**src/hdl/swfp_pkg.sv**
```systemverilog
// Shared types and constants for the sliding window frame percentile block.
package swfp_pkg;

  localparam int FRAME_W = 24;
  localparam int AVG_W   = 32;
  localparam int ALPHA_W = 16;
  localparam int OCNT_W  = 8;

  localparam logic [FRAME_W-1:0] THRESH_RST = 24'd25000;
  localparam logic [ALPHA_W-1:0] ALPHA_RST  = 16'd5243;

  localparam logic REG_HITCH = 1'b0;
  localparam logic REG_ALPHA = 1'b1;

  typedef struct packed {
    logic [FRAME_W-1:0] sample;
    logic               nonzero;
  } item_t;

  typedef struct packed {
    logic [FRAME_W-1:0] threshold;
    logic [ALPHA_W-1:0] alpha;
  } cfg_t;

endpackage

```
**src/hdl/swfp_front.sv**
```systemverilog
// Front end: accept words, saturate and classify them, queue them for the back end.
module swfp_front import swfp_pkg::*; #(
  parameter int SAMPLE_WIDTH = 24
) (
  input  logic               clk_i,
  input  logic               rst_ni,
  input  logic               in_valid_i,
  input  logic [FRAME_W-1:0] frame_time_us_i,
  output logic               in_stall_o,
  output logic               item_valid_o,
  output item_t              item_o,
  input  logic               pop_i
);

  localparam logic [FRAME_W-1:0] SAT_MAX = (SAMPLE_WIDTH >= FRAME_W) ? {FRAME_W{1'b1}} :
                                           FRAME_W'((64'd1 << SAMPLE_WIDTH) - 64'd1);

  item_t       slot_q [2];
  logic        wr_ptr_q, wr_ptr_d;
  logic        rd_ptr_q, rd_ptr_d;
  logic [1:0]  cnt_q, cnt_d;
  logic        push;
  item_t       new_item;

  assign in_stall_o   = (cnt_q == 2'd2);
  assign push         = in_valid_i && !in_stall_o;
  assign item_valid_o = (cnt_q != 2'd0);
  assign item_o       = slot_q[rd_ptr_q];

  always_comb begin
    new_item.sample  = (frame_time_us_i > SAT_MAX) ? SAT_MAX : frame_time_us_i;
    new_item.nonzero = (frame_time_us_i != '0);
    wr_ptr_d = push ? !wr_ptr_q : wr_ptr_q;
    rd_ptr_d = pop_i ? !rd_ptr_q : rd_ptr_q;
    cnt_d    = cnt_q + {1'b0, push} - {1'b0, pop_i};
  end

  always_ff @(posedge clk_i or negedge rst_ni) begin
    if (!rst_ni) begin
      wr_ptr_q <= 1'b0;
      rd_ptr_q <= 1'b0;
      cnt_q    <= 2'd0;
    end else begin
      wr_ptr_q <= wr_ptr_d;
      rd_ptr_q <= rd_ptr_d;
      cnt_q    <= cnt_d;
    end
  end

  always_ff @(posedge clk_i) begin
    if (push) begin
      slot_q[wr_ptr_q] <= new_item;
    end
  end

endmodule

```
**config.mk**
```make
export PLATFORM = sky130hd
export DESIGN_NAME = swfp_front
export DESIGN_NICKNAME = d
export VERILOG_FILES = /design/src/hdl/swfp_pkg.sv /design/src/hdl/swfp_front.sv
export SDC_FILE = /design/constraint.sdc
export NUM_CORES = 1
export LEC_CHECK = 0
export BUFFER_PORTS_ARGS = -buffer_cell sky130_fd_sc_hd__buf_2
export CAP_MARGIN = 40
export CORE_MARGIN = 1.5
export CORE_UTILIZATION = 56
export DETAILED_ROUTE_END_ITERATION = 6
export GPL_TIMING_DRIVEN = 0
export PLACE_DENSITY = 0.8
export SLEW_MARGIN = 20
export SYNTH_ARGS = -nofsm -noshare
export SYNTH_HDL_FRONTEND = slang
export SYNTH_SLANG_ARGS = --single-unit
export TNS_END_PERCENT = 100
```
**constraint.sdc**
```tcl
create_clock -name clk_i -period 5.9 [get_ports clk_i]
set_input_delay 0.295 -clock clk_i [delete_from_list [all_inputs] [get_ports clk_i]]
set_output_delay 0.295 -clock clk_i [all_outputs]
set_load 0.005 [all_outputs]
```
==> out/summary.txt <==
Startpoint types: flop
FMAX: 587 MHz
Internal Power: 845 uW
Worst path bufs/invs: 1
DRT Wirelength: 3600 um
DR vias/cell: 5.00
CTS max path bufs: 2
Power density over the cells: 434 nW/um2
Initial Util: 0.599
Logic gate share of total power: 0.366
Peak VDD IR: 0.301 mV
Via count of the first global-routing pass: 1248
Post-synthesis sequential area ratio: 0.715
Cell Area, Synth: 2240 um2
Post-synth EDFFs: 50
Cell depth of the worst hold path: 2
Antenna violation net count after detailed routing: 0
Hold Slack: 0.202 ns
Insertion delay to the later sink of the worst-skew pair: 0.29 ns
Post-route cell area: 2680 um2
Chip Height: 66.3 um
Slowest-stage cell, CP: and3_1
1st-pass router iterations: 4
Syn_area_per_cell: 17.6 um2
CTS HTree Levels: 2
Post-synthesis async set-or-reset flop share: 0.0741
IO Count: 55
Initial antenna violation count: 0
Top-count cell post-synth: edfxtp_1
# setup viols final: 0
Clock share of power: 0.154
Reg2Reg Depth: 3
Outcome: completed
N_diodes: 0
Vias: 1186
Die W: 66.3 um
Setup_tns: 0 ns
Kind of critical path: flop to flop
# port buffers: 54
DPL Wire Length: 2630 um
DRC: 0
Actual slew at the worst max-slew pin: 0.737 ns
RSZ-0062 raised after global routing: no
Crit. End Element: flop
Syn nets: 157
Core Util, Final: 0.715
Register bit count reported by yosys: 54
DRC marker count from the first detailed-route iteration: 29
Core area: 3740 um2
Max incr delay on CP: 0.63 ns
Fin. max-slew vios: 0
Routed WL per cell: 15.2 um
M1 WL: 1390 um
Largest delay share family, worst path: simple AND/OR/NAND/NOR gates
Clock Pin Slew Worst Setup and Hold Paths: 0.08 ns
Placed cell area: 2590 um2
Crit Path Max Fanout: 14
Predominant post-synthesis flop cell: edfxtp_1
Routed wl met2: 1950 um
Largest net degree at the start of global routing: 26
Clock Skews: 0.00324 ns
Number of buffers created by CTS: 5
Switching Share: 0.273
Tcrit/Tclk final: 0.289
CP Cell Sequence: nand2b_1, and3_1, buf_8
Cell count along the critical path: 3
Worst slew margin: 0.508
Area delta synth->final: 19.4%
WL met3: 211 um
CP Data Required Time: 5.91 ns
Yosys Warn Count: 0
Fin crit period: 1.70 ns
Worst EP arrival: 1.71 ns
Layout cells sized above 1: 0.476
Post-synth top cells: 50 x edfxtp_1, 24 x clkbuf_1, 19 x mux2_4
Share of the synthesized area in the top cell type: 0.670
Gp weighted congestion: 0.690
Die area: 4390 um2
Leak pwr: 0.00106 uW
CTS tree: done
Final hold vios: 0
# nets final: 220
Instance count of the mapped netlist: 127
GRT overflow: 0
First-pass GRT wire length: 5630 um
NetSw: 317 uW
Netlist cell types: 19
Worst hold-check path type: primary input to flop
Cell taking the most area after synthesis: edfxtp_1
# Post-CTS Setup Buffers: 0
MaxCap Viol Count: 0
Share of power burned in registers: 0.480
Num rows: 22
Top cells by area, synth: edfxtp_1 67%, mux2_4 13%, dfrtp_1 4.5%, clkbuf_1 4.0%, mux2_2 3.0%
Highest routed layer: met4
Root buf cell: clkbuf_8
CTS Sinks: 54
Tot GR Track Use: 0.180
==> per-layer routing <==
layer  track usage  vias up
met5             0        -
met4        0.0816        0
met3        0.0409        5
met2         0.324       46
met1         0.201      564
li1              -      571
==> metrics by stage <==
stage / power (uW) / std cells / setup slack [ns]
floorplan: 845 / 127 / 3.84
detailed placement: 998 / 230 / 4.19
finish: 1160 / 237 / 4.20
CTS: 1170 / 237 / 4.17
global placement: 968 / 229 / 3.31
global route: 1220 / 237 / 4.04
==> state kept, by name, summed over array words and instances, names as in the netlist <==
name,count
slot_q,50
rd_ptr_q,1
wr_ptr_q,1
cnt_q,2
==> power groups by stage <==
stage | clock network, uW | logic, uW | registers [uW]
2_1_floorplan | 0 | 291 | 554
3_3_place_gp | 0 | 409 | 559
3_5_place_dp | 0 | 432 | 566
4_1_cts | 182 | 433 | 558
5_1_grt | 191 | 462 | 566
6_report | 179 | 425 | 558
==> logic make-up (layout without fill, tap and decap cells) <==
group,after synthesis,count (layout),share of synthesized area
and+or+nand+nor,13,13,0.0346
buffers and inverters,29,91,0.0664
muxes,25,25,0.157
xor gates and xnor gates,4,4,0.0156
DFF,54,54,0.715
adders and majority gates,2,2,0.0112
==> final cells by class <==
cell class	count	area, um2
repair buffers	56	295
well taps	48	60.1
clock buffers	5	68.8
multi-input cells	44	498
flip-flops and latches	54	1600
fillers	281	1070
clock inverters	1	3.75
inverters	2	7.51
plain buffers	27	141
==> worst paths after layout <==
check	slack, ns	endpoint	startpoint
max	4.20	slot_q[1][19]$_DFFE_PP_	cnt_q[1]$_DFF_PN0_
min	0.20	rd_ptr_q$_DFFE_PN0P_	pop_i
max reg2reg	4.20	slot_q[1][19]$_DFFE_PP_	cnt_q[1]$_DFF_PN0_
min reg2reg	0.55	cnt_q[0]$_DFF_PN0_	cnt_q[0]$_DFF_PN0_
max in group asynchronous	5.44	cnt_q[0]$_DFF_PN0_	rst_ni
min in group asynchronous	0.33	rd_ptr_q$_DFFE_PN0P_	rst_ni
==> cell usage in the layout (no fill, tap or decap), drive strengths merged <==
cell          n
nand2b        1
edfxtp       50
inv           2
buf          58
ha            2
nand3         1
and3          1
nand2         1
nor2          1
xnor2         3
mux2         25
clkinv        1
nor4          6
dlygate4sd3   1
xor2          1
dfrtp         4
or2           1
and4          1
clkbuf       29
==> what timing repair did <==
action	4_1_cts	5_1_grt
hold buffers	1	0
endpoints found under the hold margin	4	0
gates resized for setup	0	0
No activity file was read; power rests on OpenSTA's default activity.
